<file path="src/ifp_pkg.sv">
`timescale 1ns / 1ps
`default_nettype none

package ifp_pkg;

	localparam int MaxLength = 4096;
	localparam int PosWidth  = $clog2(MaxLength + 1);
	localparam int NumWords  = 6;
	localparam int WordMax   = 9;

	typedef enum logic [2:0] {
		PH_IDLE,
		PH_PREFIX,
		PH_PAREN,
		PH_FIRST,
		PH_GAP,
		PH_MATCH,
		PH_CUSTOM
	} phase_t;

	typedef enum logic [1:0] {
		ST_OK        = 2'd0,
		ST_NOT_FLAGS = 2'd1,
		ST_NO_PAREN  = 2'd2,
		ST_UNTERM    = 2'd3
	} status_t;

	localparam logic [7:0] WordText [NumWords][WordMax] = '{
		'{"\\", "d", "e", "l", "e", "t", "e", "d", 8'h00},
		'{"\\", "f", "l", "a", "g", "g", "e", "d", 8'h00},
		'{"\\", "a", "n", "s", "w", "e", "r", "e", "d"},
		'{"\\", "s", "e", "e", "n", 8'h00, 8'h00, 8'h00, 8'h00},
		'{"\\", "r", "e", "c", "e", "n", "t", 8'h00, 8'h00},
		'{"o", "l", "d", 8'h00, 8'h00, 8'h00, 8'h00, 8'h00, 8'h00}
	};

	localparam logic [3:0] WordLen [NumWords] = '{4'd8, 4'd8, 4'd9, 4'd5, 4'd7, 4'd3};

	localparam logic [4:0] WordFlag [NumWords] = '{
		5'b00001, 5'b00010, 5'b00100, 5'b01000, 5'b00000, 5'b10000
	};

	function automatic logic [7:0] to_lower(input logic [7:0] c);
		return (c >= "A" && c <= "Z") ? c + 8'd32 : c;
	endfunction

	function automatic logic is_ws(input logic [7:0] c);
		return (c == " ") || (c >= 8'd9 && c <= 8'd13);
	endfunction

	function automatic logic [7:0] head_char(input logic [2:0] off);
		logic [7:0] r;
		unique case (off)
			3'd0: r = "f";
			3'd1: r = "l";
			3'd2: r = "a";
			3'd3: r = "g";
			3'd4: r = "s";
			default: r = 8'h00;
		endcase
		return r;
	endfunction

	function automatic logic [7:0] word_char(input int unsigned w, input logic [3:0] off);
		logic [7:0] r;
		r = 8'h00;
		if (off < 4'(WordMax)) begin
			r = WordText[w][off];
		end
		return r;
	endfunction

endpackage

`default_nettype wire

</file>
<file path="src/imap_flags_list_parser.sv">
`timescale 1ns / 1ps
`default_nettype none

// Parses one IMAP FLAGS response, one byte per beat, and returns one result beat per
// string: a status, the five flag bits, a saturating count of custom keywords and the
// length through the closing parenthesis. A byte with starts_string set opens a new
// string and drops any string still in progress; a zero byte ends the string. Bytes
// taken after a result and before the next start are ignored. One byte is accepted
// every cycle while in_stall is low; the byte that completes a string passes through
// the input register and the single parse step, and its result beat is held in the result register.
module imap_flags_list_parser (
	input  wire                         clk,
	input  wire                         arst_n,
	input  wire                         in_valid,
	output logic                        in_stall,
	input  wire                         starts_string,
	input  wire  [7:0]                  text_byte,
	output logic                        out_valid,
	input  wire                         out_stall,
	output logic [1:0]                  status,
	output logic                        deleted_flag,
	output logic                        flagged_flag,
	output logic                        answered_flag,
	output logic                        seen_flag,
	output logic                        old_flag,
	output logic [7:0]                  keyword_count,
	output logic [ifp_pkg::PosWidth-1:0] consumed_length
);
	import ifp_pkg::*;

	logic                valid_s1;
	logic                start_s1;
	logic [7:0]          byte_s1;

	phase_t              phase_q, phase_d;
	logic [3:0]          off_q, off_d;
	logic [NumWords-1:0] mask_q, mask_d;
	logic [4:0]          flags_q, flags_d;
	logic [7:0]          count_q, count_d;
	logic [PosWidth-1:0] pos_q, pos_d;

	logic                emit;
	status_t             st;
	logic                can_proc;
	logic                step;
	logic [7:0]          lc;
	logic [NumWords-1:0] next_m;
	logic [NumWords-1:0] first_m;
	logic [4:0]          done_flags;
	logic                done_any;
	logic                tok_start;
	logic                bump;
	logic                go_custom;

	logic                out_valid_q;
	status_t             status_q;
	logic [4:0]          flags_out_q;
	logic [7:0]          count_out_q;
	logic [PosWidth-1:0] len_out_q;

	assign can_proc = !out_valid_q || !out_stall;
	assign step     = valid_s1 && can_proc;
	assign in_stall = valid_s1 && !can_proc;
	assign lc       = to_lower(byte_s1);

	always_ff @(posedge clk or negedge arst_n) begin
		if (!arst_n) begin
			valid_s1 <= 1'b0;
		end else if (!in_stall) begin
			valid_s1 <= in_valid;
		end
	end

	always_ff @(posedge clk) begin
		if (in_valid && !in_stall) begin
			start_s1 <= starts_string;
			byte_s1  <= text_byte;
		end
	end

	always_comb begin
		next_m     = '0;
		first_m    = '0;
		done_flags = '0;
		for (int i = 0; i < NumWords; i++) begin
			next_m[i] = mask_q[i] && (off_q < WordLen[i])
				&& (word_char(i, off_q) == lc);
			first_m[i] = (WordText[i][0] == lc);
			if (next_m[i] && ({1'b0, off_q} + 5'd1 == {1'b0, WordLen[i]})) begin
				done_flags = done_flags | WordFlag[i];
			end
		end
		done_any = 1'b0;
		for (int i = 0; i < NumWords; i++) begin
			if (next_m[i] && ({1'b0, off_q} + 5'd1 == {1'b0, WordLen[i]})) begin
				done_any = 1'b1;
			end
		end
	end

	always_comb begin
		phase_d   = phase_q;
		off_d     = off_q;
		mask_d    = mask_q;
		flags_d   = flags_q;
		count_d   = count_q;
		pos_d     = pos_q;
		emit      = 1'b0;
		st        = ST_OK;
		tok_start = 1'b0;
		bump      = 1'b0;
		go_custom = 1'b0;
		if (start_s1) begin
			phase_d = PH_PREFIX;
			off_d   = '0;
			mask_d  = '0;
			flags_d = '0;
			count_d = '0;
			pos_d   = '0;
		end
		if (phase_d != PH_IDLE) begin
			if (pos_d < PosWidth'(MaxLength)) begin
				pos_d = pos_d + PosWidth'(1);
			end
			unique case (phase_d)
				PH_PREFIX: begin
					if (lc == head_char(off_d[2:0])) begin
						if (off_d == 4'd4) begin
							off_d   = '0;
							phase_d = PH_PAREN;
						end else begin
							off_d = off_d + 4'd1;
						end
					end else begin
						emit = 1'b1;
						st   = ST_NOT_FLAGS;
					end
				end
				PH_PAREN: begin
					if (is_ws(byte_s1)) begin
						phase_d = PH_PAREN;
					end else if (byte_s1 == "(") begin
						flags_d = '0;
						count_d = '0;
						phase_d = PH_FIRST;
					end else begin
						emit = 1'b1;
						st   = ST_NO_PAREN;
					end
				end
				PH_FIRST, PH_GAP: begin
					if (byte_s1 == 8'h00) begin
						emit = 1'b1;
						st   = ST_UNTERM;
					end else if (byte_s1 == ")") begin
						emit = 1'b1;
						st   = ST_OK;
					end else if (phase_d == PH_GAP && is_ws(byte_s1)) begin
						phase_d = PH_GAP;
					end else begin
						tok_start = 1'b1;
					end
				end
				PH_MATCH: begin
					if (next_m == '0) begin
						bump = 1'b1;
					end else if (done_any) begin
						flags_d = flags_d | done_flags;
						mask_d  = '0;
						off_d   = '0;
						phase_d = PH_GAP;
					end else begin
						mask_d = next_m;
						off_d  = off_d + 4'd1;
					end
				end
				PH_CUSTOM: begin
					go_custom = 1'b1;
				end
				default: begin
					phase_d = PH_IDLE;
				end
			endcase
			if (tok_start) begin
				if (first_m == '0) begin
					bump = 1'b1;
				end else begin
					mask_d  = first_m;
					off_d   = 4'd1;
					phase_d = PH_MATCH;
				end
			end
			if (bump) begin
				if (count_d != 8'hFF) begin
					count_d = count_d + 8'd1;
				end
				mask_d    = '0;
				off_d     = '0;
				go_custom = 1'b1;
			end
			if (go_custom) begin
				if (byte_s1 == 8'h00) begin
					emit = 1'b1;
					st   = ST_UNTERM;
				end else if (byte_s1 == ")") begin
					emit = 1'b1;
					st   = ST_OK;
				end else if (is_ws(byte_s1)) begin
					phase_d = PH_GAP;
				end else begin
					phase_d = PH_CUSTOM;
				end
			end
			if (emit) begin
				phase_d = PH_IDLE;
				mask_d  = '0;
				off_d   = '0;
			end
		end
	end

	always_ff @(posedge clk or negedge arst_n) begin
		if (!arst_n) begin
			phase_q <= PH_IDLE;
			off_q   <= '0;
			mask_q  <= '0;
			flags_q <= '0;
			count_q <= '0;
			pos_q   <= '0;
		end else if (step) begin
			phase_q <= phase_d;
			off_q   <= off_d;
			mask_q  <= mask_d;
			flags_q <= flags_d;
			count_q <= count_d;
			pos_q   <= pos_d;
		end
	end

	always_ff @(posedge clk or negedge arst_n) begin
		if (!arst_n) begin
			out_valid_q <= 1'b0;
		end else if (can_proc) begin
			out_valid_q <= step && emit;
		end
	end

	always_ff @(posedge clk) begin
		if (step && emit) begin
			status_q    <= st;
			flags_out_q <= (st == ST_OK || st == ST_UNTERM) ? flags_d : 5'd0;
			count_out_q <= (st == ST_OK || st == ST_UNTERM) ? count_d : 8'd0;
			len_out_q   <= (st == ST_OK) ? pos_d : '0;
		end
	end

	assign out_valid       = out_valid_q;
	assign status          = status_q;
	assign deleted_flag    = flags_out_q[0];
	assign flagged_flag    = flags_out_q[1];
	assign answered_flag   = flags_out_q[2];
	assign seen_flag       = flags_out_q[3];
	assign old_flag        = flags_out_q[4];
	assign keyword_count   = count_out_q;
	assign consumed_length = len_out_q;

`ifndef SYNTH
	a_pos_bound: assert property (@(posedge clk) disable iff (!arst_n)
		pos_q <= PosWidth'(MaxLength))
		else $error("byte position past limit");

	a_len_only_ok: assert property (@(posedge clk) disable iff (!arst_n)
		out_valid_q && (status_q != ST_OK) |-> len_out_q == '0)
		else $error("length reported on failed string");

	a_prefix_fail_clean: assert property (@(posedge clk) disable iff (!arst_n)
		out_valid_q && (status_q == ST_NOT_FLAGS || status_q == ST_NO_PAREN)
			|-> flags_out_q == 5'd0 && count_out_q == 8'd0)
		else $error("flags or count reported without list");

	a_start_lands: assert property (@(posedge clk) disable iff (!arst_n)
		in_valid && !in_stall && starts_string |=> valid_s1 && start_s1)
		else $error("string start lost in input register");

	a_emit_idles: assert property (@(posedge clk) disable iff (!arst_n)
		step && emit |=> phase_q == PH_IDLE)
		else $error("parser not idle after result");
`endif

endmodule

`default_nettype wire

</file>
<file path="config.mk">
export PLATFORM = sky130hd
export DESIGN_NAME = imap_flags_list_parser
export DESIGN_NICKNAME = d
export VERILOG_FILES = /design/src/ifp_pkg.sv /design/src/imap_flags_list_parser.sv
export SDC_FILE = /design/constraint.sdc
export NUM_CORES = 1
export LEC_CHECK = 0
export BUFFER_PORTS_ARGS = -buffer_cell sky130_fd_sc_hd__buf_2
export CORE_MARGIN = 4
export CORE_UTILIZATION = 35
export CTS_CLUSTER_SIZE = 14
export DETAILED_ROUTE_END_ITERATION = 8
export PLACE_DENSITY = 0.51
export SLEW_MARGIN = 20
export SYNTH_ARGS = -nofsm -noshare
export SYNTH_HDL_FRONTEND = slang
export SYNTH_SLANG_ARGS = --single-unit
</file>
<file path="constraint.sdc">
create_clock -name clk -period 7.2 [get_ports clk]
set_clock_uncertainty 0.05 [all_clocks]
set_input_delay 1.44 -clock clk [delete_from_list [all_inputs] [get_ports clk]]
set_output_delay 1.44 -clock clk [all_outputs]
set_load 0.01 [all_outputs]
</file>
# Word level (Yosys, flattened, before mapping)
# Memories as Yosys holds them, arrays and structs flattened.
# Index checks and enable logic that the tools add are counted.
# totals
output_inout_bits,30
regBits,78
latch_bits,0
inputBits,13
mem_bits_rw,0
mem_bits_ro,768
elab_cells,230
memories,6
# classes
n_bitwise,2
eq_ne,30
order_cmp,11
div_mod_pow,0
mul,0
add_sub_neg,5
reduce_logical,39
n_mux,123
n_shift,0
# mem_list
name,depth,width,read_ports,rd_clocked_by_memory_dff,write_ports,line_no,source
(no name shown),16,8,1,0,0,ifp_pkg.sv:68,r = WordText[w][off];
(no name shown),16,8,1,0,0,ifp_pkg.sv:68,
(no name shown),16,8,1,0,0,ifp_pkg.sv:68,
(no name shown),16,8,1,0,0,ifp_pkg.sv:68,
(no name shown),16,8,1,0,0,ifp_pkg.sv:68,
(no name shown),16,8,1,0,0,ifp_pkg.sv:68,
# ops
operator,n
$mux 8,29
$eq 8x8->1,7
$mux 3,18
$mux 6,9
$mux 4,11
$mux 13,3
$mux 5,7
$pmux 7 s5,1
$mux 1,31
$logic_and 1x1->1,25
$eq 8x6->1 const B,3
$mux 2,9
$eq 7x8->1 const A,2
$pmux 3 s5,1
$add 13x1->13 const B,1
$lt 13x13->1 const B,1
$eq 3x2->1 const B,4
$eq 3x3->1 const B,4
$logic_not 6->1,2
$eq 5x3->1 const B,2
$eq 5x4->1 const B,2
$pmux 5 s2,1
$add 8x1->8 const B,1
$add 8x6->8 const B,1
27 further kinds,35

# Logic depth before layout (Yosys ltp)
# depth
ltp_word,24
ltp_mapped,18
mapped_depth_nobuf,15

# Least setup slack after synthesis
# Ideal clock, no wire load.
# synth_timing
path_type,register -> register
startpoint,register off_q[0]
endpoint,"register len_out_q[0] (netlist: consumed_length[0]), enable pin"
path_buffers,1
period_less_slack_ps,4547
stages_incl_launch_ff,14
t_arrival_ps,4084
t_required_ps,6737
setup_time_ps,413
setup_slack_ps,2653
cell_sequence,dfrtp_1 clkbuf_1 inv_1 ha_1 or4b_2 o32ai_1 a211o_1 nor3b_2 o21a_1 nor4_4 a31oi_4 nand2_1 a21oi_1 nor2_1
# synth_via
elab_chain_len,19
word_cells_on_any_way,74
cone_classes,order compare (5); eq/ne (11); mux (36); bitwise (1); reduce/logical (15); memory (6)
# synth_rtl
element,line_no,source
start: declaration,imap_flags_list_parser.sv:36,"logic [3:0] off_q, off_d;"
start signal: assignment,imap_flags_list_parser.sv:225,off_q <= '0;
start signal: assignment,imap_flags_list_parser.sv:232,off_q <= off_d;
$not 4->5 (not written as such),ifp_pkg.sv:68,
$mem_v2 16x8,n/a,
$mux 8 (not written as such) (2 in series),ifp_pkg.sv:68,
$mux 8,ifp_pkg.sv:67,if (off < 4'(WordMax)) begin
$eq 8x8->1,imap_flags_list_parser.sv:87,"&& (word_char(i, off_q) == lc);"
$logic_and 1x1->1,imap_flags_list_parser.sv:87,
$logic_not 6->1,imap_flags_list_parser.sv:165,if (next_m == '0) begin
$mux 1,imap_flags_list_parser.sv:165,
$mux 1,imap_flags_list_parser.sv:125,unique case (phase_d)
$mux 1,imap_flags_list_parser.sv:185,if (first_m == '0) begin
$mux 1,imap_flags_list_parser.sv:184,if (tok_start) begin
$mux 1,imap_flags_list_parser.sv:121,if (phase_d != PH_IDLE) begin
$mux 1,imap_flags_list_parser.sv:193,if (bump) begin
$mux 1,imap_flags_list_parser.sv:121,
$mux 1 *,imap_flags_list_parser.sv:201,if (go_custom) begin
$mux 1 * (2 in series),imap_flags_list_parser.sv:121,
$logic_and 1x1->1 *,imap_flags_list_parser.sv:249,if (step && emit) begin
end signal: assignment,imap_flags_list_parser.sv:253,len_out_q <= (st == ST_OK) ? pos_d : '0;
end: declaration,imap_flags_list_parser.sv:59,logic [PosWidth-1:0] len_out_q;
# Mark *: on every way between the ends. The rest lies on a longest branch, timed or not. The select of a mux whose other input is x is not followed.
# A chain may end at the register's enable or synchronous reset.

# Worst setup path after layout
# layout_timing
startpoint,register off_q[1]
endpoint,"register count_out_q[4] (netlist: keyword_count[4]), data pin"
# layout_via
elab_chain_len,19
word_cells_on_any_way,77
cone_classes,order compare (5); eq/ne (12); mux (37); bitwise (1); reduce/logical (16); memory (6)
# layout_rtl
element,line_no,source
$not 4->5 (not written as such),ifp_pkg.sv:68,
$mem_v2 16x8,n/a,
$mux 8 (not written as such) (2 in series),ifp_pkg.sv:68,
$mux 8,ifp_pkg.sv:67,
$eq 8x8->1,imap_flags_list_parser.sv:87,
$logic_and 1x1->1,imap_flags_list_parser.sv:87,
$logic_not 6->1,imap_flags_list_parser.sv:165,
$mux 1,imap_flags_list_parser.sv:165,
[... 2 more ...],n/a,
$mux 1,imap_flags_list_parser.sv:184,
$mux 1,imap_flags_list_parser.sv:121,
$mux 1,imap_flags_list_parser.sv:193,
$mux 1,imap_flags_list_parser.sv:121,
$mux 2,imap_flags_list_parser.sv:201,
$mux 2,imap_flags_list_parser.sv:121,
$eq 2x2->1 or $logic_not 2->1 (tied branches),imap_flags_list_parser.sv:252,count_out_q <= (st == ST_OK || st == ST_UNTERM) ? count_d : 8'd0;
$logic_or 1x1->1,imap_flags_list_parser.sv:252,
end signal: assignment,imap_flags_list_parser.sv:252,
end: declaration,imap_flags_list_parser.sv:58,logic [7:0] count_out_q;
# Parallel ways exist; a longest one is shown, timed or not. The select of a mux whose other input is x is not followed.

==> key figures <==
Setup path
  • Critical Path AT: 5630 ps
  • CP Capture Point: keyword_count[4]
  • Startpoint of the worst setup timing path: off_q[1]
  • Sequence of cells on the critical path: inv_1 -> ha_1 -> nor3b_1 -> xnor2_1 -> nand2_1 -> nor4_1 -> o21a_1 -> nor4_4 -> a31oi_4 -> nand2_1 -> o2111ai_2 -> and2_1 -> ha_1 -> nand2b_1 -> nor3_1
  • Element type at the critical path start: flip-flop
  • Critical R2R Capture: keyword_count[4]
  • Peak fanout along the critical path: 16
  • Critical register-to-register path startpoint: off_q[1]
  • Flop2flop setup slack: ~1700 ps
  • Sort of element at the end of the critical path: flip-flop
  • Cell at the slowest stage of the critical path: sky130_fd_sc_hd__nor4_1
  • Slowest cell delay on critical path: 820 ps
  • Worst path required time: 7330 ps
  • Type of the worst setup path: flip-flop to flip-flop
  • Worst reg-to-reg path cell count: 15

Yosys
  • Main synth FF type: sky130_fd_sc_hd__dfrtp_1
  • Distinct cell type count after synthesis: between 80 and 90
  • Synthesized-area fraction occupied by xor and xnor cells: about 4.5%
  • Compound-gate portion of the synthesized area: 20.8%
  • Share of cell area taken by muxes after synthesis: between 2 and 3%
  • Nets in the synthesized netlist: 752
  • Proportion of register bits with asynchronous set or reset after synthesis: 52.6%
  • Number of flops mapped to enable cells by yosys: 37
  • Share of synthesized area occupied by flip-flops and latches: 35.2%
  • Post-synthesis cell area: 0.00607 mm2
  • Syn avg cell area: between 8 and 9 um2
  • Post-synthesis simple-gate area fraction: 28.8%
  • Total of warnings raised by yosys: 0
  • Largest family of logic cells by synthesized area: simple AND/OR/NAND/NOR gates
  • Adder-cell share of the synthesized area: 3.30%
  • Cell count after synthesis: ~720
  • Flip-flop and latch count after synthesis: between 70 and 80

Clocking
  • TritonCTS Sinks: 78
  • Library cell used as clock root buffer: sky130_fd_sc_hd__clkbuf_16
  • Worst-skew pair later-pin latency: 350 ps
  • Hold Buf Count CTS: 0
  • Setup fix buffers added after clock tree synthesis: 0
  • Cts bufs inserted: 9
  • Maximum clock path buffer count: 2
  • CTS-repair resized insts: 0
  • Clk slew on worst S/H paths: 70 ps
  • H-tree levels: 3
  • TritonCTS clock tree: done

Cells and area
  • Count of filler cells inserted in the layout: 1695
  • Antenna diode count: 0
  • Post-synthesis to final-layout area growth: 10.8%
  • Total non-filler cell area in the finished layout: 0.00672 mm2
  • Fraction of final layout cells sized beyond drive strength 1: 12.1%
  • Net count, final: between 700 and 800

Place
  • Buffers added on ports: 42
  • Post-DP Area: roughly 0.0064 mm2
  • Dpl ws: 1860 ps
  • Final HPWL DP: 13.0 mm
  • Global placement routability congestion: 0.938

Pwr
  • Static leakage power: 2.64 nW
  • Areal power density over the cells: 203 mW/mm2
  • VDD IR max: 0.138 mV

Floorplan
  • Initial core utilization: 36.2%
  • Die height: 140 um
  • Top-level I/O count: between 40 and 50
  • Die width: 140 um
  • Cell Rows: 47
  • Core Region: 0.0168 mm2
  • Die Area: 0.0195 mm2

Status
  • Status: completed

STA
  • Final Hold Vio Count: 0
  • Unrepaired setup endpoints after global routing: false
  • Final-layout setup total negative slack: 0 ps
  • Highest attainable clock frequency: ~180 MHz
  • Transition time of the tightest slew-check pin: 1000 ps
  • Crit path time final: 5500 ps
  • Number of setup violations in the final report: 0
  • Worst path setup slack after routing: 1700 ps
  • Fraction of the cycle the final worst path needs: about three quarters
  • Worst slew margin relative to its limit: 31.6%
  • Max Transition Viols Final: 0

Drt
  • Final antenna-violating net count: 0
  • Count of TritonRoute iterations in the first routing pass: 5
  • Post-route DRC: 0
  • Vias: about 5700
  • Drt via density: 5.89
  • First-iteration detailed-routing DRC count: roughly 480
  • Total length of routed wires: between 15 and 20 mm
  • Detailed-route wire length per cell: 18.7 um

Global route
  • Overall routing resource usage: 18.4%
  • Number of global-route vias before repair: between 5000 and 6000
  • Maximum number of pins on one net before global-route repair: 42
  • Wire length of the first global-routing pass: 29.0 mm
  • Final global-route overflow total: 0
  • Initial antenna violation count: 0

Worst hold path
  • Worst Hold Class: flip-flop to flip-flop

Flow run
  • Maxcap violations: 0
[cell usage after synthesis (5+ instances only)]
| cell type | number | area [um2] |
|---|---|---|
| sky130_fd_sc_hd__xor2_1 | 10 | 87.6 |
| sky130_fd_sc_hd__nand3b_1 | 7 | 52.6 |
| sky130_fd_sc_hd__o21a_1 | 6 | 45.0 |
| sky130_fd_sc_hd__a211oi_1 | 5 | 37.5 |
| sky130_fd_sc_hd__nor2_1 | 76 | 285 |
| sky130_fd_sc_hd__o31ai_1 | 5 | 37.5 |
| sky130_fd_sc_hd__edfxtp_1 | 37 | 1110 |
| sky130_fd_sc_hd__ha_1 | 16 | 200 |
| sky130_fd_sc_hd__and3_1 | 19 | 119 |
| sky130_fd_sc_hd__nand4_1 | 7 | 43.8 |
| sky130_fd_sc_hd__nor3_1 | 26 | 130 |
| sky130_fd_sc_hd__or3_1 | 6 | 37.5 |
| sky130_fd_sc_hd__nand4b_1 | 7 | 61.3 |
| sky130_fd_sc_hd__or2_2 | 5 | 31.3 |
| sky130_fd_sc_hd__buf_1 | 5 | 18.8 |
| sky130_fd_sc_hd__mux2i_1 | 15 | 150 |
| sky130_fd_sc_hd__a21boi_0 | 5 | 37.5 |
| sky130_fd_sc_hd__nor2b_1 | 22 | 138 |
| sky130_fd_sc_hd__a22o_1 | 6 | 52.6 |
| sky130_fd_sc_hd__a21oi_1 | 46 | 230 |
| sky130_fd_sc_hd__xnor2_1 | 21 | 184 |
| sky130_fd_sc_hd__buf_2 | 11 | 55.1 |
| sky130_fd_sc_hd__nand3_1 | 24 | 120 |
| sky130_fd_sc_hd__clkbuf_1 | 24 | 90.1 |
| sky130_fd_sc_hd__inv_1 | 19 | 71.3 |
| sky130_fd_sc_hd__nand2b_1 | 12 | 75.1 |
| sky130_fd_sc_hd__a31oi_1 | 12 | 75.1 |
| sky130_fd_sc_hd__nor4_1 | 12 | 75.1 |
| sky130_fd_sc_hd__dfrtp_1 | 41 | 1030 |
| sky130_fd_sc_hd__o21ai_0 | 44 | 220 |
| sky130_fd_sc_hd__and2_1 | 12 | 75.1 |
| sky130_fd_sc_hd__nand2_1 | 73 | 274 |
[metal layers]
layer	vias to the layer above	part of all wire (%)	track usage (%)
met4	0	2.3	5.76
met2	261	44	28.1
li1	2690	-	-
met3	36	6.8	3.81
met5	-	0	0
met1	2692	47	26.2
[worst max-delay path, delay by kind of cell (launching register included)]
family | cells | cell delay, ps
AOI/OAI and AO/OA | 3 | 1000
xor gates and xnor gates | 1 | 180
adders and majority gates | 2 | 710
buffers and inverters | 1 | 360
DFF | 1 | 660
and+or+nand+nor | 8 | 2370
[final cells by class]
class | instances | area, um2 | area share, %
multi-input combinational | 581 | 3660 | 54.4
sequential | 78 | 2140 | 31.8
tap | 220 | 275 | 4.09
timing repair buffer | 50 | 273 | 4.06
clock buffer | 10 | 239 | 3.55
inverter | 19 | 71.3 | 1.06
clock inverter | 6 | 70.1 | 1.04
[kinds of logic after synthesis]
kind of cell / count (synthesis)
simple gates: 333
buf+inv: 64
fa+ha+maj: 16
compound gates: 184
mux: 17
flops: 78
xor+xnor: 31
[registers in the layout, summed over array words and instances, names as in the netlist, 2 cells and up]
name / flops
byte_s1: 8
phase_q: 3
count_q: 8
consumed_length: 13
flags_out_q: 5
mask_q: 6
pos_q: 13
status: 2
flags_q: 5
off_q: 4
keyword_count: 8
[worst min path at each step]
stage | startpoint | endpoint | slack (ps) | cells after the start
after floorplan | flags_q[3] | flags_q[3] | 400 | 2
after global placement | flags_q[3] | flags_q[3] | 420 | 2
after detailed placement | flags_q[3] | flags_q[3] | 430 | 2
after CTS | flags_q[3] | flags_q[3] | 450 | 2
after global routing | flags_q[4] | flags_q[4] | 480 | 2
final | flags_q[3] | flags_q[3] | 440 | 2
[per-stage QoR]
step           utilization [%]  hold WS, ps  std cells  total power [mW]
6_report                  40.1          441        964              1.36
3_3_place_gp              38.3          416        948             0.880
3_5_place_dp              38.3          429        948             0.882
4_1_cts                   40.1          446        964              1.37
2_1_floorplan                -          400        723             0.787
5_1_grt                   40.1          480        964              1.43
[layout by cell type (no fill, tap or decap), types with 5 or more instances in the layout]
| cell type | Yosys | routed |
|---|---|---|
| sky130_fd_sc_hd__mux2i_1 | 15 | 15 |
| sky130_fd_sc_hd__nand2_1 | 73 | 73 |
| sky130_fd_sc_hd__o21a_1 | 6 | 6 |
| sky130_fd_sc_hd__nor2b_1 | 22 | 22 |
| sky130_fd_sc_hd__nand3_1 | 24 | 24 |
| sky130_fd_sc_hd__edfxtp_1 | 37 | 37 |
| sky130_fd_sc_hd__or2_2 | 5 | 5 |
| sky130_fd_sc_hd__nor3_1 | 26 | 26 |
| sky130_fd_sc_hd__a31oi_1 | 12 | 12 |
| sky130_fd_sc_hd__a21oi_1 | 46 | 46 |
| sky130_fd_sc_hd__a22o_1 | 6 | 6 |
| sky130_fd_sc_hd__nand2b_1 | 12 | 12 |
| sky130_fd_sc_hd__inv_1 | 19 | 19 |
| sky130_fd_sc_hd__nand4_1 | 7 | 7 |
| sky130_fd_sc_hd__and2_1 | 12 | 12 |
| sky130_fd_sc_hd__nor2_1 | 76 | 75 |
| sky130_fd_sc_hd__ha_1 | 16 | 16 |
| sky130_fd_sc_hd__xor2_1 | 10 | 10 |
| sky130_fd_sc_hd__a21boi_0 | 5 | 5 |
| sky130_fd_sc_hd__or3_1 | 6 | 6 |
| sky130_fd_sc_hd__nand4b_1 | 7 | 7 |
| sky130_fd_sc_hd__buf_2 | 11 | 41 |
| sky130_fd_sc_hd__o31ai_1 | 5 | 5 |
| sky130_fd_sc_hd__dfrtp_1 | 41 | 41 |
| sky130_fd_sc_hd__xnor2_1 | 21 | 21 |
| sky130_fd_sc_hd__and3_1 | 19 | 19 |
| sky130_fd_sc_hd__o21ai_0 | 44 | 44 |
| sky130_fd_sc_hd__a211oi_1 | 5 | 5 |
| sky130_fd_sc_hd__clkbuf_16 | 0 | 9 |
| sky130_fd_sc_hd__nor4_1 | 12 | 12 |
| sky130_fd_sc_hd__buf_4 | 4 | 9 |
| sky130_fd_sc_hd__nand3b_1 | 7 | 7 |
[where the power goes]
| part | switching [mW] | leakage, nW | internal (mW) |
|---|---|---|---|
| Combinational | 0.215 | 1.57 | 0.132 |
| Sequential | 0.0390 | 0.924 | 0.495 |
| Clock | 0.202 | 0.147 | 0.281 |
| Total | 0.456 | 2.64 | 0.908 |
Power figures use the tool's default switching activity.
